### config.mk
export PLATFORM = sky130hd
export DESIGN_NAME = first_fit_block_table
export DESIGN_NICKNAME = d
export VERILOG_FILES = /design/src/rtl/core/ffbt_pkg.sv /design/src/rtl/core/ffbt_table.sv /design/src/rtl/core/ffbt_scan.sv /design/src/rtl/core/first_fit_block_table.sv
export SDC_FILE = /design/constraint.sdc
export NUM_CORES = 2
export LEC_CHECK = 0
export ABC_AREA = 1
export BUFFER_PORTS_ARGS = -buffer_cell sky130_fd_sc_hd__buf_4
export CORE_MARGIN = 8
export CORE_UTILIZATION = 39
export DETAILED_ROUTE_END_ITERATION = 16
export SLEW_MARGIN = 30
export SYNTH_ARGS = -nofsm -noshare
export SYNTH_HDL_FRONTEND = slang
export SYNTH_SLANG_ARGS = --single-unit
### constraint.sdc
create_clock -name clock -period 7.6 [get_ports clock]
set_clock_uncertainty 0.05 [all_clocks]
set_input_delay 1.14 -clock clock [delete_from_list [all_inputs] [get_ports clock]]
set_output_delay 1.14 -clock clock [all_outputs]
set_load 0.01 [all_outputs]
### src/rtl/core/ffbt_pkg.sv
// shared types and codes of the first-fit block table
`timescale 1ns / 1ps

package ffbt_pkg;

   // command codes
   localparam logic CMD_ALLOC = 1'b0;
   localparam logic CMD_FREE  = 1'b1;

   // result status codes
   localparam logic [1:0] ST_OK        = 2'd0;
   localparam logic [1:0] ST_ZERO      = 2'd1;
   localparam logic [1:0] ST_FULL      = 2'd2;
   localparam logic [1:0] ST_BADHANDLE = 2'd3;

   // one result item
   typedef struct packed {
      logic [1:0]  status;
      logic [5:0]  granted_handle;
      logic [31:0] granted_size;
      logic        reused;
   } rsp_type;

endpackage

### src/rtl/core/ffbt_table.sv
// descriptor storage: size memory and free-mark memory, registered read
`timescale 1ns / 1ps

module ffbt_table import ffbt_pkg::*; #(
   parameter int MAX_BLOCKS = 64,
   parameter int SIZE_BITS  = 32,
   parameter int AW         = 6
) (
   input  logic                 clock,
   input  logic                 rd_en,
   input  logic [AW-1:0]        rd_addr,
   output logic [SIZE_BITS-1:0] rd_size,
   output logic                 rd_mark,
   input  logic                 wr_size_en,
   input  logic                 wr_mark_en,
   input  logic [AW-1:0]        wr_addr,
   input  logic [SIZE_BITS-1:0] wr_size,
   input  logic                 wr_mark
);

   logic [SIZE_BITS-1:0] size_mem [MAX_BLOCKS];
   logic                 mark_mem [MAX_BLOCKS];
   logic [SIZE_BITS-1:0] rd_size_ff;
   logic                 rd_mark_ff;

   always_ff @(posedge clock) begin
      if (wr_size_en) begin
         size_mem[wr_addr] <= wr_size;
      end
      if (wr_mark_en) begin
         mark_mem[wr_addr] <= wr_mark;
      end
      if (rd_en) begin
         rd_size_ff <= size_mem[rd_addr];
         rd_mark_ff <= mark_mem[rd_addr];
      end
   end

   assign rd_size = rd_size_ff;
   assign rd_mark = rd_mark_ff;

endmodule

### src/rtl/core/ffbt_scan.sv
// command sequencer: free, first-fit scan over the table, append
`timescale 1ns / 1ps

module ffbt_scan import ffbt_pkg::*; #(
   parameter int MAX_BLOCKS = 64,
   parameter int SIZE_BITS  = 32,
   parameter int AW         = 6,
   parameter int CW         = 7
) (
   input  logic                 clock,
   input  logic                 reset,
   input  logic                 req_valid,
   input  logic                 req_command,
   input  logic [31:0]          req_size,
   input  logic [5:0]           req_handle,
   output logic                 busy,
   output logic                 done,
   output rsp_type              res,
   input  logic                 slot_free,
   output logic [CW-1:0]        entry_count,
   output logic                 rd_en,
   output logic [AW-1:0]        rd_addr,
   input  logic [SIZE_BITS-1:0] rd_size,
   input  logic                 rd_mark,
   output logic                 wr_size_en,
   output logic                 wr_mark_en,
   output logic [AW-1:0]        wr_addr,
   output logic [SIZE_BITS-1:0] wr_size,
   output logic                 wr_mark
);

   typedef enum logic [1:0] {
      S_IDLE,
      S_SCAN,
      S_DONE
   } state_type;

   state_type            state_ff, state_in;
   logic [CW-1:0]        count_ff, count_in;
   logic [CW-1:0]        iss_ff, iss_in;
   logic [AW-1:0]        chk_ff, chk_in;
   logic                 vld_ff, vld_in;
   logic [SIZE_BITS-1:0] req_ff, req_in;
   rsp_type              res_ff, res_in;
   logic [63:0]          req_wide;
   logic [SIZE_BITS-1:0] req_masked;
   logic [SIZE_BITS-1:0] app_size;
   logic                 do_append;

   function automatic logic [31:0] to_out(input logic [SIZE_BITS-1:0] v);
      logic [63:0] w;
      w = 64'(v);
      return w[31:0];
   endfunction

   assign req_wide   = 64'(req_size);
   assign req_masked = req_wide[SIZE_BITS-1:0];
   assign app_size   = (state_ff == S_IDLE) ? req_masked : req_ff;

   assign rd_en   = (state_ff == S_SCAN) && (iss_ff < count_ff);
   assign rd_addr = iss_ff[AW-1:0];

   always_comb begin
      state_in   = state_ff;
      count_in   = count_ff;
      iss_in     = iss_ff;
      chk_in     = chk_ff;
      vld_in     = 1'b0;
      req_in     = req_ff;
      res_in     = res_ff;
      do_append  = 1'b0;
      wr_size_en = 1'b0;
      wr_mark_en = 1'b0;
      wr_addr    = '0;
      wr_size    = '0;
      wr_mark    = 1'b0;
      unique case (state_ff)
         S_IDLE: begin
            if (req_valid) begin
               res_in = '0;
               if (req_command == CMD_FREE) begin
                  state_in = S_DONE;
                  if (32'(req_handle) >= 32'(count_ff)) begin
                     res_in.status = ST_BADHANDLE;
                  end else begin
                     wr_mark_en    = 1'b1;
                     wr_addr       = AW'(req_handle);
                     wr_mark       = 1'b1;
                     res_in.status = ST_OK;
                     // last entry leaves the table
                     if (32'(req_handle) + 32'd1 == 32'(count_ff)) begin
                        count_in = count_ff - CW'(1);
                     end
                  end
               end else if (req_masked == '0) begin
                  res_in.status = ST_ZERO;
                  state_in      = S_DONE;
               end else if (count_ff == '0) begin
                  do_append = 1'b1;
               end else begin
                  req_in   = req_masked;
                  iss_in   = '0;
                  state_in = S_SCAN;
               end
            end
         end
         S_SCAN: begin
            if (rd_en) begin
               iss_in = iss_ff + CW'(1);
            end
            vld_in = rd_en;
            chk_in = iss_ff[AW-1:0];
            if (vld_ff) begin
               if (rd_mark && (rd_size >= req_ff)) begin
                  wr_mark_en            = 1'b1;
                  wr_addr               = chk_ff;
                  wr_mark               = 1'b0;
                  res_in                = '0;
                  res_in.status         = ST_OK;
                  res_in.granted_handle = 6'(chk_ff);
                  res_in.granted_size   = to_out(rd_size);
                  res_in.reused         = 1'b1;
                  vld_in                = 1'b0;
                  state_in              = S_DONE;
               end else if (CW'(chk_ff) + CW'(1) == count_ff) begin
                  do_append = 1'b1;
               end
            end
         end
         S_DONE: begin
            if (slot_free) begin
               state_in = S_IDLE;
            end
         end
         default: begin
            state_in = S_IDLE;
         end
      endcase

      if (do_append) begin
         res_in   = '0;
         vld_in   = 1'b0;
         state_in = S_DONE;
         if (count_ff == CW'(MAX_BLOCKS)) begin
            res_in.status = ST_FULL;
         end else begin
            wr_size_en            = 1'b1;
            wr_mark_en            = 1'b1;
            wr_addr               = count_ff[AW-1:0];
            wr_size               = app_size;
            wr_mark               = 1'b0;
            count_in              = count_ff + CW'(1);
            res_in.status         = ST_OK;
            res_in.granted_handle = 6'(count_ff);
            res_in.granted_size   = to_out(app_size);
         end
      end
   end

   always_ff @(posedge clock) begin
      if (reset) begin
         state_ff <= S_IDLE;
         count_ff <= '0;
         vld_ff   <= 1'b0;
      end else begin
         state_ff <= state_in;
         count_ff <= count_in;
         vld_ff   <= vld_in;
         iss_ff   <= iss_in;
         chk_ff   <= chk_in;
         req_ff   <= req_in;
         res_ff   <= res_in;
      end
   end

   assign busy        = (state_ff != S_IDLE);
   assign done        = (state_ff == S_DONE);
   assign res         = res_ff;
   assign entry_count = count_ff;

endmodule

### src/rtl/core/first_fit_block_table.sv
// first-fit block table: top level with sequencer, descriptor memories and result register
// sequence: free, zero-size and empty-table allocate go from idle straight to done;
//   any other allocate walks the live entries to the first fit, else appends or is full
// flow: one item at a time, the next item is taken the cycle after the result is
//   registered, so an allocate holds the block for its whole first-fit memory walk
// reset: synchronous, empties the table (entry count to zero); memories need no clearing
`timescale 1ns / 1ps

module first_fit_block_table import ffbt_pkg::*; #(
   parameter int MAX_BLOCKS = 64,
   parameter int SIZE_BITS  = 32
) (
   input  logic        clock,
   input  logic        reset,
   // request channel
   input  logic        req_valid,
   output logic        req_stall,
   input  logic        req_command,
   input  logic [31:0] req_size,
   input  logic [5:0]  req_handle,
   // response channel
   output logic        rsp_valid,
   input  logic        rsp_stall,
   output logic [1:0]  rsp_status,
   output logic [5:0]  rsp_granted_handle,
   output logic [31:0] rsp_granted_size,
   output logic        rsp_reused
);

   localparam int AW = $clog2(MAX_BLOCKS);
   localparam int CW = $clog2(MAX_BLOCKS + 1);

   // sequencer to memory
   logic                 rd_en;
   logic [AW-1:0]        rd_addr;
   logic [SIZE_BITS-1:0] rd_size;
   logic                 rd_mark;
   logic                 wr_size_en;
   logic                 wr_mark_en;
   logic [AW-1:0]        wr_addr;
   logic [SIZE_BITS-1:0] wr_size;
   logic                 wr_mark;

   // sequencer to result register
   logic                 busy;
   logic                 done;
   rsp_type              res;
   logic                 slot_free;
   logic [CW-1:0]        entry_count;

   // result register
   logic                 rsp_valid_ff;
   rsp_type              rsp_ff;

   // the output register can take a new item when empty or being drained
   assign slot_free = !rsp_valid_ff || !rsp_stall;

   // one item in flight: stall while the sequencer works or waits on the output
   assign req_stall = busy;

   ffbt_scan #(
      .MAX_BLOCKS (MAX_BLOCKS),
      .SIZE_BITS  (SIZE_BITS),
      .AW         (AW),
      .CW         (CW)
   ) u_scan (
      .clock       (clock),
      .reset       (reset),
      .req_valid   (req_valid),
      .req_command (req_command),
      .req_size    (req_size),
      .req_handle  (req_handle),
      .busy        (busy),
      .done        (done),
      .res         (res),
      .slot_free   (slot_free),
      .entry_count (entry_count),
      .rd_en       (rd_en),
      .rd_addr     (rd_addr),
      .rd_size     (rd_size),
      .rd_mark     (rd_mark),
      .wr_size_en  (wr_size_en),
      .wr_mark_en  (wr_mark_en),
      .wr_addr     (wr_addr),
      .wr_size     (wr_size),
      .wr_mark     (wr_mark)
   );

   // size and free-mark storage, one entry per descriptor
   ffbt_table #(
      .MAX_BLOCKS (MAX_BLOCKS),
      .SIZE_BITS  (SIZE_BITS),
      .AW         (AW)
   ) u_table (
      .clock      (clock),
      .rd_en      (rd_en),
      .rd_addr    (rd_addr),
      .rd_size    (rd_size),
      .rd_mark    (rd_mark),
      .wr_size_en (wr_size_en),
      .wr_mark_en (wr_mark_en),
      .wr_addr    (wr_addr),
      .wr_size    (wr_size),
      .wr_mark    (wr_mark)
   );

   // output register parts the sequencer from the response side
   always_ff @(posedge clock) begin
      if (reset) begin
         rsp_valid_ff <= 1'b0;
      end else begin
         if (done && slot_free) begin
            rsp_valid_ff <= 1'b1;
            rsp_ff       <= res;
         end else if (!rsp_stall) begin
            rsp_valid_ff <= 1'b0;
         end
      end
   end

   assign rsp_valid          = rsp_valid_ff;
   assign rsp_status         = rsp_ff.status;
   assign rsp_granted_handle = rsp_ff.granted_handle;
   assign rsp_granted_size   = rsp_ff.granted_size;
   assign rsp_reused         = rsp_ff.reused;

   // live entry count never passes the table depth
   a_count_bound: assert property (@(posedge clock) disable iff (reset)
      32'(entry_count) <= MAX_BLOCKS)
      else $error("entry count above table depth");

   // a failed item carries no grant
   a_fail_clean: assert property (@(posedge clock) disable iff (reset)
      rsp_valid && (rsp_status != ST_OK) |->
         (rsp_granted_handle == '0) && (rsp_granted_size == '0) && !rsp_reused)
      else $error("grant fields set on failed item");

   // an accepted item keeps the sequencer busy in the next cycle
   a_one_in_flight: assert property (@(posedge clock) disable iff (reset)
      req_valid && !req_stall |=> req_stall)
      else $error("second item taken while one is in flight");

   // a reused grant points inside the table
   a_reuse_range: assert property (@(posedge clock) disable iff (reset)
      rsp_valid && (rsp_status == ST_OK) && rsp_reused |->
         32'(rsp_granted_handle) < MAX_BLOCKS)
      else $error("reused handle outside table");

endmodule

# --- Yosys cells after proc, flatten, opt, wreduce, memory -nomap -nowiden ---
# Memories as Yosys holds them, arrays and structs flattened. A register that Yosys moved wholly into a read port is not among the register bits.
# Cells that the tools add are included.
op_classes:
  add_sub_neg: 5
  n_mul: 0
  n_div: 0
  order_cmp: 3
  n_eq_ne: 20
  shift: 0
  muxes: 72
  bitwise_logic: 5
  n_reduce_logical: 21
op_table:
  columns: ["op", "count"]
  rows:
  - ["$mux W41", 4]
  - ["$mux W32", 3]
  - ["$mux W7", 12]
  - ["$pmux W41 S2", 1]
  - ["$mux W6", 7]
  - ["$mux W38", 1]
  - ["$eq A32 B7 Y1", 1]
  - ["$ge A32 B32 Y1", 1]
  - ["$logic_not A32 Y1", 1]
  - ["$mux W1", 28]
  - ["$mux W2", 11]
  - ["$reduce_and A5 Y1", 3]
  - ["$add A6 B1 Y7 const B", 2]
  - ["$add A7 B1 Y7 const B", 2]
  - ["$pmux W7 S2", 1]
  - ["$ne A2 B2 Y1 const B", 6]
  - ["$pmux W6 S2", 1]
  - ["$eq A7 B7 Y1", 1]
  - ["$eq A7 B7 Y1 const B", 1]
  - ["$ge A6 B7 Y1", 1]
  - ["$logic_not A7 Y1", 1]
  - ["$lt A7 B7 Y1", 1]
  - ["$reduce_and A7 Y1", 1]
  - ["$sub A7 B1 Y7 const B", 1]
  - ["20 further kinds", 34]
word_totals:
  reg_bits: 138
  latchBits: 0
  mem_bits_rw: 2112
  romBits: 0
  in_bits: 43
  output_inout_bits: 43
  word_cells: 144
  n_memories: 2
memory_table:
  columns: ["name", "words", "word_bits", "rd", "rd_ports_with_merged_regs", "wr", "line", "text"]
  rows:
  - ["u_table.size_mem", 64, 32, 1, 1, 1, "ffbt_table.sv:21", "logic [SIZE_BITS-1:0] size_mem [MAX_BLOCKS];"]
  - ["u_table.mark_mem", 64, 1, 1, 1, 1, "ffbt_table.sv:22", "logic mark_mem [MAX_BLOCKS];"]

# --- Logic depth before layout (Yosys ltp) ---
logic_depth:
  depth_word: 9
  mapped_depth: 23
  depth_no_buf: 23

# --- Cells and area by module ---
# From an unflattened synthesis, not the netlist that was laid out.
unflattened:
  cells_unflattened: 7920
  area_unflattened_um2: 94319.2
by_module_without_submodules:
  columns: ["module", "instances", "cells_each", "area_each_um2", "seq_area_each_um2"]
  rows:
  - ["ffbt_table", 1, 7085, 86600.6, 64411.8]
  - ["ffbt_scan", 1, 786, 6432.4, 2782.7]
  - ["first_fit_block_table", 1, 49, 1286.2, 1251.2]

# --- Worst setup path before layout ---
# No wires, ideal clock.
synth_path:
  path_type: "in2reg"
  start: "in req_handle[2]"
  end: "mem u_table.size_mem[29][0], enable pin"
  setup_ns: 0.461
  arrival_time_ns: 5.671
  required_ns: 7.089
  path_slack_ns: 1.418
  cell_stages: 15
  path_buffers: 1
  path_cell_list: "ha_1 a21oi_1 o21ai_0 a21oi_1 nand2_1 inv_1 nand3_2 inv_1 nand2_1 nand2_1 inv_1 nand2_4 nand3_4 buf_6 nor3_1"
synth_via:
  elab_chain_len: 7
synth_lines:
  columns: ["item", "line", "text"]
  rows:
  - ["start, declared", "first_fit_block_table.sv:20", "input logic [5:0] req_handle,"]
  - ["$ge A6 B7 Y1", "ffbt_scan.sv:83", "if (32'(req_handle) >= 32'(count_ff)) begin"]
  - ["$mux W6 *", "ffbt_scan.sv:83", null]
  - ["$mux W6 *", "ffbt_scan.sv:81", "if (req_command == CMD_FREE) begin"]
  - ["$mux W6 *", "ffbt_scan.sv:79", "if (req_valid) begin"]
  - ["$pmux W6 S2 *", "ffbt_scan.sv:77", "unique case (state_ff)"]
  - ["$mux W6", "ffbt_scan.sv:144", "if (count_ff == CW'(MAX_BLOCKS)) begin"]
  - ["$mux W6 *", "ffbt_scan.sv:140", "if (do_append) begin"]
  - ["end, declared", "ffbt_table.sv:21", null]
# Mark *: on every way between the ends. The rest lies on a longest branch, timed or not.

# --- Final worst setup path ---
layout_path:
  start: "reg u_scan.count_ff[2], in the netlist u_scan.entry_count[2]"
  end: "mem u_table.size_mem[50][20], enable pin"
layout_via:
  elab_chain_len: 9
  word_cells_on_any_way: 22
  cone_classes: "1 x order compare; 2 x eq/ne; 18 x mux; 1 x reduce/logical"
layout_lines:
  columns: ["item", "line", "text"]
  rows:
  - ["start, declared", "ffbt_scan.sv:39", "logic [CW-1:0] count_ff, count_in;"]
  - ["start signal, assigned", "ffbt_scan.sv:167", "count_ff <= count_in;"]
  - ["branches (longest 9 deep; another with $ge A6 B7 Y1)", null, null]
# Several ways; the timed one is not identified.

==> load_flow_metrics.sql <==
INSERT INTO impl_metrics (metric_group, metric, value, unit) VALUES
('power', 'power', '31600', 'uW'),
('clock_network', 'ctsLongestPathBuffers', '3', ''),
('floorplanning', 'num_rows', '178', ''),
('logic_synthesis', 'post-synth-top-area-fraction', '74.5', '%'),
('place', 'finalWeightedCongestion', '0.868', ''),
('final_layout', 'post_layout_nonfiller_instances', '9970', ''),
('global_route', 'grt_pass1_vias', '54344', ''),
('logic_synthesis', 'netlist_top_cells_area', 'edfxtp_1 (75%), nor2_1 (5.4%), o21ai_0 (3.3%)', ''),
('logic_synthesis', 'netlist_instances', '6622', ''),
('run_status', 'status', 'complete, no violations', ''),
('worst_hold_path', 'worst_hold_path_type', 'flop to flop', ''),
('floorplanning', 'fp.dieH', '500', 'um'),
('global_route', 'grt_util_all_layers', '19.9', '%'),
('power', 'power.clock.fraction', '33.1', '%'),
('logic_synthesis', 'netlist_area', '0.0915', 'mm2'),
('final_layout', 'area_growth', '12.9', '%'),
('critical_path', 'endpoint_kind', 'flop', ''),
('clock_network', 'clk_pin_slew_worst_paths', '0.07', 'ns'),
('critical_path', 'critPathLaunchType', 'flop', ''),
('place', 'hpwlAfterDp', '143', 'mm'),
('clock_network', 'cts.sinks', '2283', ''),
('logic_synthesis', 'commonest_register_cell_after_synthesis', 'edfxtp_1', ''),
('critical_path', 'crit_path_kind', 'flop to flop', ''),
('logic_synthesis', 'syn-num-nets', '6714', ''),
('critical_path', 'cp_data_required_time', '8.06', 'ns'),
('clock_network', 'clock_tree.root_cell', 'clkbuf_16', ''),
('floorplanning', 'die_width', '500', 'um'),
('power', 'power.leakage', '0.0342', 'uW'),
('sta', 'timing.max_slew.rel_slack', '27.2', '%'),
('critical_path', 'path_buf_inv', '6', ''),
('global_route', 'antenna_found_initial', '12', ''),
('logic_synthesis', 'synth.ff_latch_count', '2283', ''),
('sta', 'fin_tns_setup', '0', 'ns'),
('job', 'max-cap-violations', '0', ''),
('clock_network', 'tritoncts.num_buffers', '216', ''),
('logic_synthesis', 'synth_sequential_area_ratio', '74.8', '%'),
('power', 'p_sw', '9500', 'uW'),
('sta', 'worst_slew_pin_slew', '1.09', 'ns'),
('critical_path', 'timing.critical_path.fanout_max', '69', ''),
('clock_network', 'holdBufCountCts', '0', ''),
('logic_synthesis', 'synthDominantAreaCellType', 'edfxtp_1', ''),
('critical_path', 'path_common_cell', 'nand2_1', ''),
('critical_path', 'critical_path.slowest_cell', 'nor2_4', ''),
('power', 'peakVddDrop', '0.000228', 'V'),
('place', 'portBuffers', '85', ''),
('final_layout', 'fillCellCount', '20832', ''),
('logic_synthesis', 'yosysWarningCount', '0', ''),
('logic_synthesis', 'synth.lib_cells_used.distinct', '47', ''),
('power', 'power-per-cell-area', '306', 'mW/mm2'),
('critical_path', 'cp.arrival', '5.51', 'ns'),
('global_route', 'grt_start_max_net_pins', '185', ''),
('power', 'netSwitchingFraction', '30.1', '%'),
('final_layout', 'fin_nets', '6728', ''),
('sta', 'hold-worst-slack', '0.363', 'ns'),
('routing', 'dr.first_iter.drc_count', '6909', ''),
('place', 'count_of_placed_standard_cells_including_taps', '9567', ''),
('routing', 'detailroute.via_count', '56791', ''),
('logic_synthesis', 'async_flop_share', '0', '%'),
('power', 'pwr-share-comb', '19.4', '%'),
('sta', 'fmaxAchievable', '198', 'MHz'),
('sta', 'min_period_over_period', '66.5', '%'),
('floorplanning', 'core', '0.234', 'mm2'),
('critical_path', 'worstPathCellList', 'inv_2, ha_1, a21oi_1, o21ai_0, a21oi_1, nand2_1, inv_1, nand3_2, inv_1, buf_4, nand2_1, nand2_1, inv_1, nand2_4, nand2_1, nor2_4, nand2_1, nor2_4, buf_4', ''),
('power', 'internal_power', '22100', 'uW'),
('final_layout', 'drive_above_1_share', '10.2', '%'),
('critical_path', 'critical_path.max_stage_delay', '0.66', 'ns'),
('final_layout', 'most-common-layout-cells', 'edfxtp_1 (2272), nor2_1 (1256), o21ai_0 (606)', ''),
('floorplanning', 'io_pins', '86', ''),
('sta', 'drv_slew', '0', ''),
('power', 'seqPwrFrac', '47.5', '%'),
('logic_synthesis', 'synth_enable_flop_cells', '2272', '');
## cells in the mapped netlist (2+ instances only)
cell type and instances:
a21o_1 2, a21oi_1 120, a21oi_4 3, a31oi_1 17, a32o_1 14, buf_1 53, buf_2 32, buf_4 4
buf_6 11, clkbuf_1 360, clkinv_1 4, dfxtp_1 11, edfxtp_1 2272, ha_1 49, inv_1 142, inv_2 7
mux2i_1 215, nand2_1 404, nand2_2 6, nand2_4 9, nand3_1 260, nand3_2 8, nand3_4 4, nand4_1 20
nor2_1 1308, nor2_4 3, nor3_1 34, nor3_2 23, o211ai_1 50, o21ai_0 612, o221ai_1 215, o22ai_1 3
o32ai_1 313, xnor2_1 8, xor2_1 14
## stage by stage
stage	instance area, um2	setup slack [ns]	util [%]
finish	103000	2.55	44.1
global route	103000	2.21	44.1
CTS	103000	2.63	44.1
detailed placement	96500	2.09	41.2
global placement	96400	1.99	41.1
floorplan	91500	1.42	-
## power groups by stage
stage / clock network [uW] / registers, uW / logic (uW)
after floorplan: 0 / 15300 / 3380
after global placement: 0 / 15300 / 5980
after detailed placement: 0 / 15300 / 6050
after CTS: 10600 / 15000 / 6070
after global routing: 11100 / 15000 / 6520
final: 10500 / 15000 / 6130
## cell type report
class                      count  area, um2  share of cell area [%]
tap                         3150       3940                    3.81
inverter                     153        594                   0.575
timing repair buffer         258       2250                    2.18
clock buffer                 275       5740                    5.56
clock inverter               120       1050                    1.01
multi-input combinational   3724      21300                    20.6
sequential                  2283      68400                    66.2
antenna                        7       17.5                  0.0170
## metal layers
layer,global-route usage [%],part of all wire (%),wire length (um)
met5,0,0.022,57
met4,7.28,3.8,9880
met3,3.48,8.4,21800
met2,32.1,47,121000
met1,27.1,41,106000
## sequential cells by signal, summed over array words and instances (netlist names), 7 cells and up
name                count
u_table.size_mem     2048
u_table.rd_size        32
u_scan.iss_ff           7
u_scan.res             41
rsp_granted_size       32
u_table.mark_mem       64
u_scan.entry_count      7
u_scan.req_ff          32
## path summary, 6_finish.rpt
kind | start | slack (ns) | depth (start not counted) | end
setup reg to reg | u_scan.entry_count[2] | 2.55 | 19 | u_table.size_mem[50][20]
hold reg to reg | u_scan.res[7] | 0.36 | 0 | rsp_granted_size[6]
setup / recovery | u_scan.entry_count[2] | 2.55 | 19 | u_table.size_mem[50][20]
hold / removal | u_scan.res[7] | 0.36 | 0 | rsp_granted_size[6]
## kinds of logic after synthesis
logic type / after synthesis / synth area share (%)
and+or+nand+nor: 2083 / 9.41
xor gates and xnor gates: 22 / 0.211
adders and majority gates: 49 / 0.670
AOI/OAI and AO/OA: 1355 / 9.88
muxes: 215 / 2.35
DFF: 2283 / 74.8
buffers and inverters: 615 / 2.69
Power figures use the tool's default switching activity.
